[config.mk]
export PLATFORM = sky130hd
export DESIGN_NAME = rse_stack_ram
export DESIGN_NICKNAME = d
export VERILOG_FILES = /design/src/rtl/rse_pkg.sv /design/src/rtl/rse_stack_ram.sv
export SDC_FILE = /design/constraint.sdc
export NUM_CORES = 2
export LEC_CHECK = 0
export BUFFER_PORTS_ARGS = -buffer_cell sky130_fd_sc_hd__buf_2
export CAP_MARGIN = 20
export CORE_MARGIN = 4
export CORE_UTILIZATION = 68
export DETAILED_ROUTE_END_ITERATION = 10
export MAX_ROUTING_LAYER = met4
export PLACE_DENSITY = 0.85
export SYNTH_ARGS = -nofsm -noshare
export SYNTH_HDL_FRONTEND = slang
export SYNTH_SLANG_ARGS = --single-unit
[constraint.sdc]
create_clock -name i_clk -period 11.5 [get_ports i_clk]
set_input_delay 1.725 -clock i_clk [delete_from_list [all_inputs] [get_ports i_clk]]
set_output_delay 1.725 -clock i_clk [all_outputs]
set_load 0.01 [all_outputs]
[src/rtl/rse_pkg.sv]
`timescale 1ns / 1ps

package rse_pkg;

    localparam int STACK_DEPTH_DEF = 128;
    localparam int FRAC_BITS_DEF   = 16;
    localparam int VALUE_W         = 32;
    localparam int DEPTH_W         = 8;
    localparam int CMD_W           = 3;

    typedef enum logic [CMD_W-1:0] {
        CMD_PUSH    = 3'd0,
        CMD_ADD     = 3'd1,
        CMD_SUB     = 3'd2,
        CMD_MUL     = 3'd3,
        CMD_DIV     = 3'd4,
        CMD_REM     = 3'd5,
        CMD_POP     = 3'd6,
        CMD_UNKNOWN = 3'd7
    } t_cmd;

endpackage

[src/rtl/rse_stack_ram.sv]
`timescale 1ns / 1ps

module rse_stack_ram
    import rse_pkg::*;
#(
    parameter int DEPTH = STACK_DEPTH_DEF,
    parameter int AW    = $clog2(DEPTH)
) (
    input  logic               i_clk,
    input  logic               i_wr_en,
    input  logic [AW-1:0]      i_wr_addr,
    input  logic [VALUE_W-1:0] i_wr_data,
    input  logic               i_rd_en,
    input  logic [AW-1:0]      i_rd_addr,
    output logic [VALUE_W-1:0] o_rd_data
);

    logic [VALUE_W-1:0] r_mem [DEPTH];
    logic [VALUE_W-1:0] r_rd_data;

    always_ff @(posedge i_clk) begin
        if (i_wr_en) begin
            r_mem[i_wr_addr] <= i_wr_data;
        end
        if (i_rd_en) begin
            r_rd_data <= r_mem[i_rd_addr];
        end
    end

    assign o_rd_data = r_rd_data;

endmodule

After elaboration in Yosys (flattened, before gate mapping)
Memories as Yosys holds them, arrays and structs flattened. A register that Yosys moved wholly into a read port is not among the register bits.
Cells that the tools add are included.
{"block": "totals", "word_cells": 3, "ff_bits": 0, "ram_bits": 4096, "mem_count": 1, "input_bits": 49, "mem_bits_ro": 0, "latch_bits": 0, "output_inout_bits": 32}
{"block": "classes", "mux": 2, "n_div": 0, "reduce_logical": 0, "n_bitwise": 0, "multipliers": 0, "eq_ne": 0, "n_lt_le_gt_ge": 0, "shift": 0, "n_addsub": 0}
{"memory": "r_mem", "words": 128, "word_bits": 32, "rd": 1, "rd_clocked_by_memory_dff": 1, "wr": 1, "line_no": "rse_stack_ram.sv:18", "rtl": "logic [VALUE_W-1:0] r_mem [DEPTH];"}
{"cell": "$mux 1", "count": 2}

Depth between registers and ports, before layout
{"block": "depth", "ltp_word": 2, "ltp_mapped": 8, "depth_no_buf": 4}

Worst setup path after synthesis
No wires, ideal clock.
{"block": "synth_path", "kind": "input-to-reg", "from": "in i_wr_en", "to": "mem r_mem[98][0], enable pin", "stages": 3, "t_arrival_ns": 4.503, "t_required_ns": 11.039, "setup_time_ns": 0.461, "n_path_buf": 1, "path_slack_ns": 6.536, "path_cell_list": "clkbuf_1 -> nand4_1 -> nor3_1"}
{"block": "synth_via", "elab_chain_cells": 2}
{"element": "start, declared", "line_no": "rse_stack_ram.sv:10", "rtl": "input logic i_wr_en,"}
{"element": "$mux 1", "line_no": "rse_stack_ram.sv:22", "rtl": "if (i_wr_en) begin"}
{"element": "$mux 1 (not written as such)", "line_no": "rse_stack_ram.sv:23", "rtl": "r_mem[i_wr_addr] <= i_wr_data;"}
{"element": "end, declared", "line_no": "rse_stack_ram.sv:18"}
No other way between the ends.

==> qor.txt <==
# port buffers: 80
Pwr Density: 182 mW/mm^2
Row cnt: 175
CTS Sinks: 4,128
CP required: 12.27 ns
Worst-path fanout max: 130
Area grow syn2layout: 11.9%
Critical Path AT: 6.28 ns
Mapped cell area: 0.157 mm^2
Vias in the first global route: 79.1k
Starting density of the core: 68.6%
Clock skew: 0.0975 ns
Routed WL: 530 mm
Die width: 488 um
GP Congestion: 0.854
Worst vdd rail ir drop: 0.000184 V
Total power: 31.8 mW
Slew margin rel.: 12.4%
Most frequent cells in the layout: edfxtp_1, mux4_2, clkbuf_16
CTS buffer count: 396
Count of pins over their slew limit: 0
Vias per cell: 8.56
DRC: 0
Clk root buf: clkbuf_16
Worst-Margin Slew: 1.31 ns
Fin. Hold Viols: 0
Final net count: 6,410
Register bit total from synthesis: 4,128
Worst Hold Class: input pin to flop
Synthesized area per cell: 26.1 um^2
First-pass GRT wire length: 704 mm
WS Path Type: input pin to flop
CP startpoint kind: input pin
Post-Syn Instances: 5,990
HPWL after DPL: 249 mm
CTS H-tree depth: 5
Antenna viol nets, final: 0
Post-layout min period: 5.50 ns
Sequential cell area fraction in the yosys report: 79.2%
Vias: 83.7k
Iter 0 DRT Violations: 20.9k
Core area: 0.228 mm^2
Io pins: 81
CTS Buffer Depth: 4
Setup TNS Final: 0 ns
Die H: 488 um
Setup Viol. Count Final: 0
Ys Warns: 0
RSZ-0062 raised after global routing: no
Cts repair resizes: 0
Post-synth top area share: 79.2%
Crit end category: flop
Skew-Pair Late Insertion Delay: 1.06 ns
Max Cap Viol: 0
Synthesized Nets: 6,039
Status: finished, final reports clean
Postcts setup bufs: 0
Largest net degree at the start of global routing: 131
Routed wire per std cell: 54.2 um
Max frequency: 182 MHz
CTS clk-pin slew, worst paths: 0.07 ns
Die ar.: 0.238 mm^2
Cell type with the largest total area after synthesis: edfxtp_1
Overflow after GRT: 0
Post-CTS Hold Fix Bufs: 0
1st-pass router iterations: 8
TritonCTS clock tree: done
Fraction of layout cells with a size suffix above 1: 35.2%
Initial antenna violation count: 86
Total track usage: 45.9%
Commonest non-fill, non-tap cell in the layout: edfxtp_1
P_leak: 53.6 nW
Yosys cell types: 16
Final period utilization: 47.8%
Synth area leaders: edfxtp_1, mux4_2, clkbuf_1
-- cell families (layout without fill, tap and decap cells) --
family / count (synthesis) / after routing / synth area share [%]
DFF: 4128 / 4128 / 79.2
muxes: 1376 / 1376 / 19.6
buffers and inverters: 316 / 992 / 0.837
and+or+nand+nor: 170 / 170 / 0.445
other: 0 / 104 / 0
-- cell type report --
cell class	instances	area, um^2
well taps	3009	3760
repair buffers	289	2430
flip-flops and latches	4128	124000
diodes	104	260
fillers	10040	52900
clock buffers	462	10200
multi-input cells	1546	32300
clock inverters	241	2290
-- through the flow --
step	util (%)	std cells	hold WS, ns	instance area, um^2	setup slack [ns]
2_1_floorplan	-	5990	1.15	157000	6.54
6_report	76.8	9779	1.06	175000	6.00
4_1_cts	76.6	9670	1.04	175000	6.21
3_5_place_dp	71.1	8967	1.22	162000	5.23
5_1_grt	76.8	9773	1.04	175000	6.03
3_3_place_gp	71.1	8967	1.18	162000	5.29
-- registers in the layout, indices dropped and copies added (netlist names) --
signal     count
o_rd_data     32
r_mem       4096
-- worst paths after layout --
check,slack [ns],cells after the start,start,to
worst max-delay path,6.00,7,i_rd_addr[2],o_rd_data[23]
worst min-delay path,1.06,1,i_wr_data[28],r_mem[91][28]
worst max register to register,8.35,4,r_mem[117][23],o_rd_data[23]
worst min register to register,1.24,4,r_mem[94][12],o_rd_data[12]
-- critical path, cell delays in order --
cell    delay, ns
buf_8        0.55
buf_12       0.65
buf_12       0.63
mux4_2       0.47
mux4_2       0.72
mux4_2       0.75
mux2_2       0.35
-- synthesized netlist by cell type (all sizes together) --
cell type  count
nand2b         2
clkbuf       182
mux4        1344
mux2          32
edfxtp      4128
buf          134
or3            1
nor2b          7
nor2         122
nand3         12
nand4          3
nor3           9
nand2         14
-- power by group --
part / leakage [nW] / total, mW / internal (mW) / switching (mW)
sequential: 37.1 / 16.7 / 16.6 / 0.0629
clock: 6.07 / 13.4 / 7.32 / 6.07
combinational: 10.4 / 1.74 / 0.599 / 1.15
-- metal layers --
layer | part of all wire [%] | track usage [%]
met1 | 28 | 59.0
met2 | 45 | 65.2
met3 | 18 | 16.3
met4 | 8.4 | 25.7
met5 | 0 | -
No activity file was read; power rests on OpenSTA's default activity.
