==> src/rtl/rse_pkg.sv <==
`timescale 1ns / 1ps

package rse_pkg;

    localparam int STACK_DEPTH_DEF = 128;
    localparam int FRAC_BITS_DEF   = 16;
    localparam int VALUE_W         = 32;
    localparam int DEPTH_W         = 8;
    localparam int CMD_W           = 3;

    typedef enum logic [CMD_W-1:0] {
        CMD_PUSH    = 3'd0,
        CMD_ADD     = 3'd1,
        CMD_SUB     = 3'd2,
        CMD_MUL     = 3'd3,
        CMD_DIV     = 3'd4,
        CMD_REM     = 3'd5,
        CMD_POP     = 3'd6,
        CMD_UNKNOWN = 3'd7
    } t_cmd;

endpackage

==> src/rtl/rse_divider.sv <==
`timescale 1ns / 1ps

module rse_divider
    import rse_pkg::*;
#(
    parameter int DVD_W = VALUE_W + FRAC_BITS_DEF
) (
    input  logic               i_clk,
    input  logic               i_rst_n,
    input  logic               i_start,
    input  logic [DVD_W-1:0]   i_dividend,
    input  logic [VALUE_W-1:0] i_divisor,
    output logic               o_done,
    output logic [DVD_W-1:0]   o_quotient,
    output logic [VALUE_W-1:0] o_remainder
);

    localparam int CNT_W = $clog2(DVD_W + 1);

    logic               r_busy;
    logic               r_done;
    logic [CNT_W-1:0]   r_cnt;
    logic [DVD_W-1:0]   r_quo;
    logic [VALUE_W-1:0] r_rem;
    logic [VALUE_W-1:0] r_dvs;
    logic [VALUE_W:0]   n_shift;
    logic               n_ge;

    always_comb begin
        n_shift = {r_rem, r_quo[DVD_W-1]};
        n_ge    = n_shift >= {1'b0, r_dvs};
    end

    always_ff @(posedge i_clk) begin
        if (!i_rst_n) begin
            r_busy <= 1'b0;
            r_done <= 1'b0;
            r_cnt  <= '0;
        end else begin
            r_done <= 1'b0;
            if (i_start) begin
                r_busy <= 1'b1;
                r_cnt  <= CNT_W'(DVD_W);
                r_quo  <= i_dividend;
                r_rem  <= '0;
                r_dvs  <= i_divisor;
            end else if (r_busy) begin
                r_quo <= {r_quo[DVD_W-2:0], n_ge};
                r_rem <= n_ge ? VALUE_W'(n_shift - {1'b0, r_dvs}) : n_shift[VALUE_W-1:0];
                r_cnt <= r_cnt - CNT_W'(1);
                if (r_cnt == CNT_W'(1)) begin
                    r_busy <= 1'b0;
                    r_done <= 1'b1;
                end
            end
        end
    end

    assign o_done      = r_done;
    assign o_quotient  = r_quo;
    assign o_remainder = r_rem;

endmodule
==> config.mk <==
export PLATFORM = sky130hd
export DESIGN_NAME = rse_divider
export DESIGN_NICKNAME = d
export VERILOG_FILES = /design/src/rtl/rse_pkg.sv /design/src/rtl/rse_divider.sv
export SDC_FILE = /design/constraint.sdc
export NUM_CORES = 1
export LEC_CHECK = 0
export BUFFER_PORTS_ARGS = -buffer_cell sky130_fd_sc_hd__buf_2
export CAP_MARGIN = 25
export CORE_ASPECT_RATIO = 0.8
export CORE_MARGIN = 3
export CORE_UTILIZATION = 54
export CTS_CLUSTER_DIAMETER = 60
export DETAILED_ROUTE_END_ITERATION = 10
export GPL_TIMING_DRIVEN = 0
export PLACE_DENSITY = 0.81
export SLEW_MARGIN = 20
export SYNTH_ARGS = -nofsm -noshare
export SYNTH_HDL_FRONTEND = slang
export SYNTH_SLANG_ARGS = --single-unit
export TNS_END_PERCENT = 50
==> constraint.sdc <==
create_clock -name i_clk -period 3.78 [get_ports i_clk]
set_input_delay 0.378 -clock i_clk [delete_from_list [all_inputs] [get_ports i_clk]]
set_output_delay 0.378 -clock i_clk [all_outputs]
set_load 0.01 [all_outputs]
======== After elaboration in Yosys (flattened, before gate mapping) ========
Index checks and enable logic that the tools add are counted.
storage, ports and cells
  register bits after elaboration ......... 120
  input port bits ......................... 83
  output and inout port bits .............. 81
  logic and storage cells ................. 28
cells by class
  add/subtract/negate cells ............... 2
  order comparisons ....................... 1
  equal/unequal tests ..................... 1
  mux-type cells .......................... 10
  bitwise operators ....................... 2
  reduce and logical (&&, ||, !) cells .... 5
operators by type and width
  cell                                              count
  two-way mux 48 bit                                2
  two-way mux 32 bit                                2
  >= comparator 33 x 32 -> 1 bit                    1
  subtractor 32 bit                                 1
  two-way mux 6 bit                                 2
  == test 6 x 1 -> 1 bit, second input constant     1
  subtractor 6 x 1 -> 6 bit, second input constant  1
  two-way mux 1 bit                                 4
  AND reduction 2 bit                               2
  OR reduction 3 bit                                1
  NOT 1 bit                                         2
  nonzero test 2 bit                                1
  OR reduction 2 bit                                1

======== Logic depth before layout (Yosys ltp) ========
  depth in word-level cells ............... 4
  mapped depth ............................ 14
  depth with buffers taken out ............ 12

======== Worst setup path after synthesis ========
Ideal clock, no wire load.
  path type ............................... input -> register
  from .................................... in i_start
  to ...................................... reg r_quo[0], in the netlist o_quotient[0] (enable)
  library setup time ...................... 445 ps
  arrival time ............................ 2844 ps
  required time ........................... 3335 ps
  path slack .............................. 491 ps
  stages .................................. 3
  buffers on the path ..................... 2
  cell sequence ........................... clkbuf_1 -> clkbuf_1 -> o21a_1
between the ends
  word-level cells in the longest chain between the ends .. 2
RTL lines
  element                               line               RTL
  from (decl)                           rse_divider.sv:10  input logic i_start,
  nonzero test 2 bit (no source line)   -
  AND reduction 2 bit (no source line)  -
  to (signal assigned)                  rse_divider.sv:44  r_quo <= i_dividend;
  to (signal assigned)                  rse_divider.sv:48  r_quo <= {r_quo[DVD_W-2:0], n_ge};
  to (decl)                             rse_divider.sv:23  logic [DVD_W-1:0] r_quo;
Every way passes these cells.
A chain may end at the register's enable or synchronous reset.

======== Worst setup path in the final report ========
  from .................................... reg r_rem[9], in the netlist o_remainder[9]
  to ...................................... reg r_rem[24], in the netlist o_remainder[24], data pin
between the ends
  word-level cells in the longest chain between the ends .. 3
  elaborated cells between the ends (all ways) .. 4
  those cells by class .................... add/sub (1); order compare (1); mux (2)
RTL lines
  element                                                                     line                                  RTL
  from (decl)                                                                 rse_divider.sv:24                     logic [VALUE_W-1:0] r_rem;
  from (signal assigned)                                                      rse_divider.sv:49                     r_rem <= n_ge ? VALUE_W'(n_shift - {1'b0, r_dvs}) : n_shift[VALUE_W-1:0];
  subtractor 32 bit / >= comparator 33 x 32 -> 1 bit (equally long branches)  rse_divider.sv:49, rse_divider.sv:31
  two-way mux 32 bit *                                                        rse_divider.sv:49
  two-way mux 32 bit *                                                        rse_divider.sv:47                     end else if (r_busy) begin
Mark *: on every way between the ends. The rest lies on a longest branch, timed or not. The select of a mux whose other input is x is not followed.

==> results by group <==
Worst setup path
  – WS Path Type: reg -> reg
  – Critical path, cell by cell: ha_1 > buf_2 > a21o_1 > a21boi_0 > o21ai_0 > a31oi_1 > a21o_1 > nand4_2 > nand2_4 > buf_2 > buf_4 > mux2i_1 > nor2_1
  – Reg-to-Reg Start: o_remainder[9]
  – Slowest stage delay, CP: 410 ps
  – Crit path DAT: 3550 ps
  – CP max-delay cell: edfxtp_1
  – CP Max Fanout: 10
  – CP required: 3920 ps
  – RR Endpoint: o_remainder[24]
  – WP buf/inv: 3
  – Crit path depth: 13
  – Worst Reg2Reg Path Length in Cells: 13
  – Flop2flop setup slack: 370 ps
  – Crit path capture type: flop
  – Top delay family on crit path: compound AO/OA/AOI/OAI gates
  – CP startpoint kind: flop

Logic synthesis
  – Post-synth top area share: 50.2%
  – Sequential share of the synthesized area: 52.6%
  – Synth Flop Type: edfxtp_1
  – Most frequent cell after synthesis: edfxtp_1
  – Most frequent cells after synthesis: edfxtp_1 (112), nor2_1 (49), mux2_2 (47)
  – Gate Count Post-Synth: 569
  – Largest family of logic cells by synthesized area: multiplexers
  – Fraction of the mapped netlist area in compound gates: 11.1%
  – Largest cells by area after synthesis: edfxtp_1 (50%), mux2_2 (7.9%), ha_1 (6.4%)
  – Syn nets: 687
  – Yosys warnings: 0
  – Asr flop ratio synth: 0%
  – Number of synthesized register bits: 120
  – Post-synthesis cell area: 0.00669 mm²
  – Leading area contributor after synthesis: edfxtp_1
  – Simple-gate share of the synthesized area: 10.1%
  – Avg Inst Size Synth: 11.8 µm²
  – Number of synthesized flops with an enable pin: 112
  – Synth cell types: 61
  – Synth Area in Adders: 6.65%
  – Synth Area in XOR/XNOR: 4.19%
  – Post-synthesis mux area share: 11.3%

Die
  – Rows: 35
  – Ports: 164
  – Core footprint: 0.0118 mm²
  – Die height: 106 µm
  – Initial Util: 56.6%
  – Die width: 130 µm
  – DIE AREA: 0.0138 mm²

Placement
  – Dpl cell area: 0.00772 mm²
  – RePlAce Congestion: 0.939
  – Port buffer count: 163
  – Dpl hpwl: 12.0 mm

Routing
  – WL final: 16.5 mm
  – First-pass DRT Iterations: 5
  – Post-route ant nets: 0
  – WL/cell: 18.1 µm
  – Vias/cell: 5.64
  – Post-route DRC: 0
  – Via Count: 5,147
  – Initial DRC Count: 421

Timing
  – Fmax: 0.293 GHz
  – RSZ-0062 raised after global routing: no
  – Final Slew Violations: 0
  – Min Tclk post-route: 3410 ps
  – Final count of hold timing violations: 0
  – Final setup fails: 0
  – Relative slew slack: 48.3%
  – TNS Setup: 0 ps
  – Worst Tran Pin Value: 774 ps
  – Fin crit share: 90.2%
  – Worst Skew: 10.0 ps

Layout
  – Design area: 0.00831 mm²
  – Layout fillers: 846
  – Share of cells above drive strength 1: 35.9%
  – # diodes: 0
  – Synth-to-layout area growth: 24.1%
  – Nets@finish: 870

Clock network
  – Clock Pin Slew Worst Setup and Hold Paths: 60 ps
  – Clock Latency Late Sink: 420 ps
  – CTS Buf Count: 17
  – Post-CTS Setup Repair Bufs: 0
  – Post-CTS resize count: 0
  – Root buffer cell: clkbuf_16
  – CTS tree: yes
  – Hold-fix buffers, CTS: 0
  – Clock Sinks: 120
  – H-tree Lvls: 4
  – Max clock buf depth: 2

Global routing
  – First-pass GRT wire length: 25.5 mm
  – Largest net degree at the start of global routing: 45
  – Vias in the first global route: 5,189
  – Antenna violations before repair: 0
  – Total GRT Usage: 23.7%
  – Grt ovf: 0

Power
  – Worst VDD drop: 0.000396 V
  – Pwr Density: 525 mW/mm²
  – Leak: 3.60 nW

Flow run
  – Max_cap viols: 0

Worst hold path
  – Hold crit path type: in -> reg
  – HP Start: i_divisor[10]
  – WHS Endpoint: r_dvs[10]
  – Hold-critical path depth: 1

Run status
  – Status: complete, no violations
==> layout by cell type, fill, tap and decap left out, types with 3 or more instances in the layout <==
cell type  count
ha_1          34
nor2_1        49
o21ai_0       18
edfxtp_1     112
or2_2          5
inv_1         42
nand3_1       12
o21a_1         7
a21oi_1       30
a21boi_0       5
xnor2_1       22
o31ai_1        4
nand3b_1       4
mux2_2        47
nor2b_1        4
inv_6          4
nor4_1         4
xor2_1        10
buf_2        172
a31o_2         3
a211oi_1       4
clkbuf_16     17
mux2i_1       23
nor3_1         9
dfxtp_1        8
nand2_1       24
nand2b_1       4
clkinv_2       3
clkbuf_1      10
a31oi_1        6
a21o_1        14
o21bai_1       3
==> routing by layer <==
| metal | part of all wire [%] | track usage, % | wire (µm) | vias to the layer above |
|---|---|---|---|---|
| met1 | 43 | 31.2 | 7100 | 2464 |
| met5 | 0 | 0 | 0 | - |
| met2 | 48 | 37.8 | 7880 | 186 |
| li1 | - | - | - | 2457 |
| met3 | 5.9 | 5.57 | 978 | 40 |
| met4 | 3.1 | 9.32 | 514 | 0 |
==> metrics by stage <==
stage                     instances  total power [mW]  utilization [%]  setup slack (ps)  hold WS [ps]
final                           913              4.36             70.3               372           134
after floorplan                 569              2.45                -               491           469
after global placement          880              2.71             65.1              -639           480
after detailed placement        881              2.75             65.3               503           492
after CTS                       913              4.37             70.3               447           127
after global routing            913              4.56             70.3               181           127
==> cells by family (layout without fill, tap and decap cells) <==
family,count (synthesis),in the layout
AND/OR/NAND/NOR,135,135
flip-flops,120,120
AO/OA/AOI/OAI,111,111
multiplexers,70,70
buffers and inverters,66,262
adder cells (fa/ha/maj),35,35
XOR/XNOR,32,32
==> report_power, final <==
group,internal (mW),switching (mW),leakage [nW],total (mW)
Combinational,0.469,0.611,2.18,1.08
Sequential,1.60,0.0669,1.14,1.67
Clock,0.993,0.619,0.285,1.61
==> worst register-to-register path: cells and delay by family (launching register included) <==
| family | cells | cell delay [ps] |
|---|---|---|
| AOI/OAI and AO/OA | 5 | 1030 |
| buffers and inverters | 3 | 670 |
| and+or+nand+nor | 3 | 440 |
| DFF | 1 | 410 |
| adders and majority gates | 1 | 300 |
| muxes | 1 | 270 |
==> worst max-delay path by stage <==
stage | slack (ps) | start | endpoint
after floorplan | 490 | i_start | o_quotient[0]
after global placement | -640 | i_start | o_remainder[18]
after detailed placement | 500 | o_remainder[11] | o_remainder[22]
after CTS | 450 | o_remainder[11] | o_remainder[24]
after global routing | 180 | o_remainder[9] | o_remainder[20]
final | 370 | o_remainder[9] | o_remainder[24]
==> area by class of cell <==
cell class | instances | area [µm²] | share of cell area (%)
multi-input cells | 383 | 2910 | 35.0
flip-flops and latches | 120 | 3520 | 42.4
clock buffers | 19 | 443 | 5.33
well taps | 148 | 185 | 2.23
clock inverters | 13 | 143 | 1.72
repair buffers | 164 | 836 | 10.1
inverters | 43 | 161 | 1.94
plain buffers | 23 | 106 | 1.28
==> registers in the layout, indices dropped and copies added (netlist names) <==
signal,cells
r_dvs,32
r_busy,1
o_quotient,48
r_cnt,6
o_remainder,32
o_done,1
Note: power is estimated with default switching activity, not from simulation.
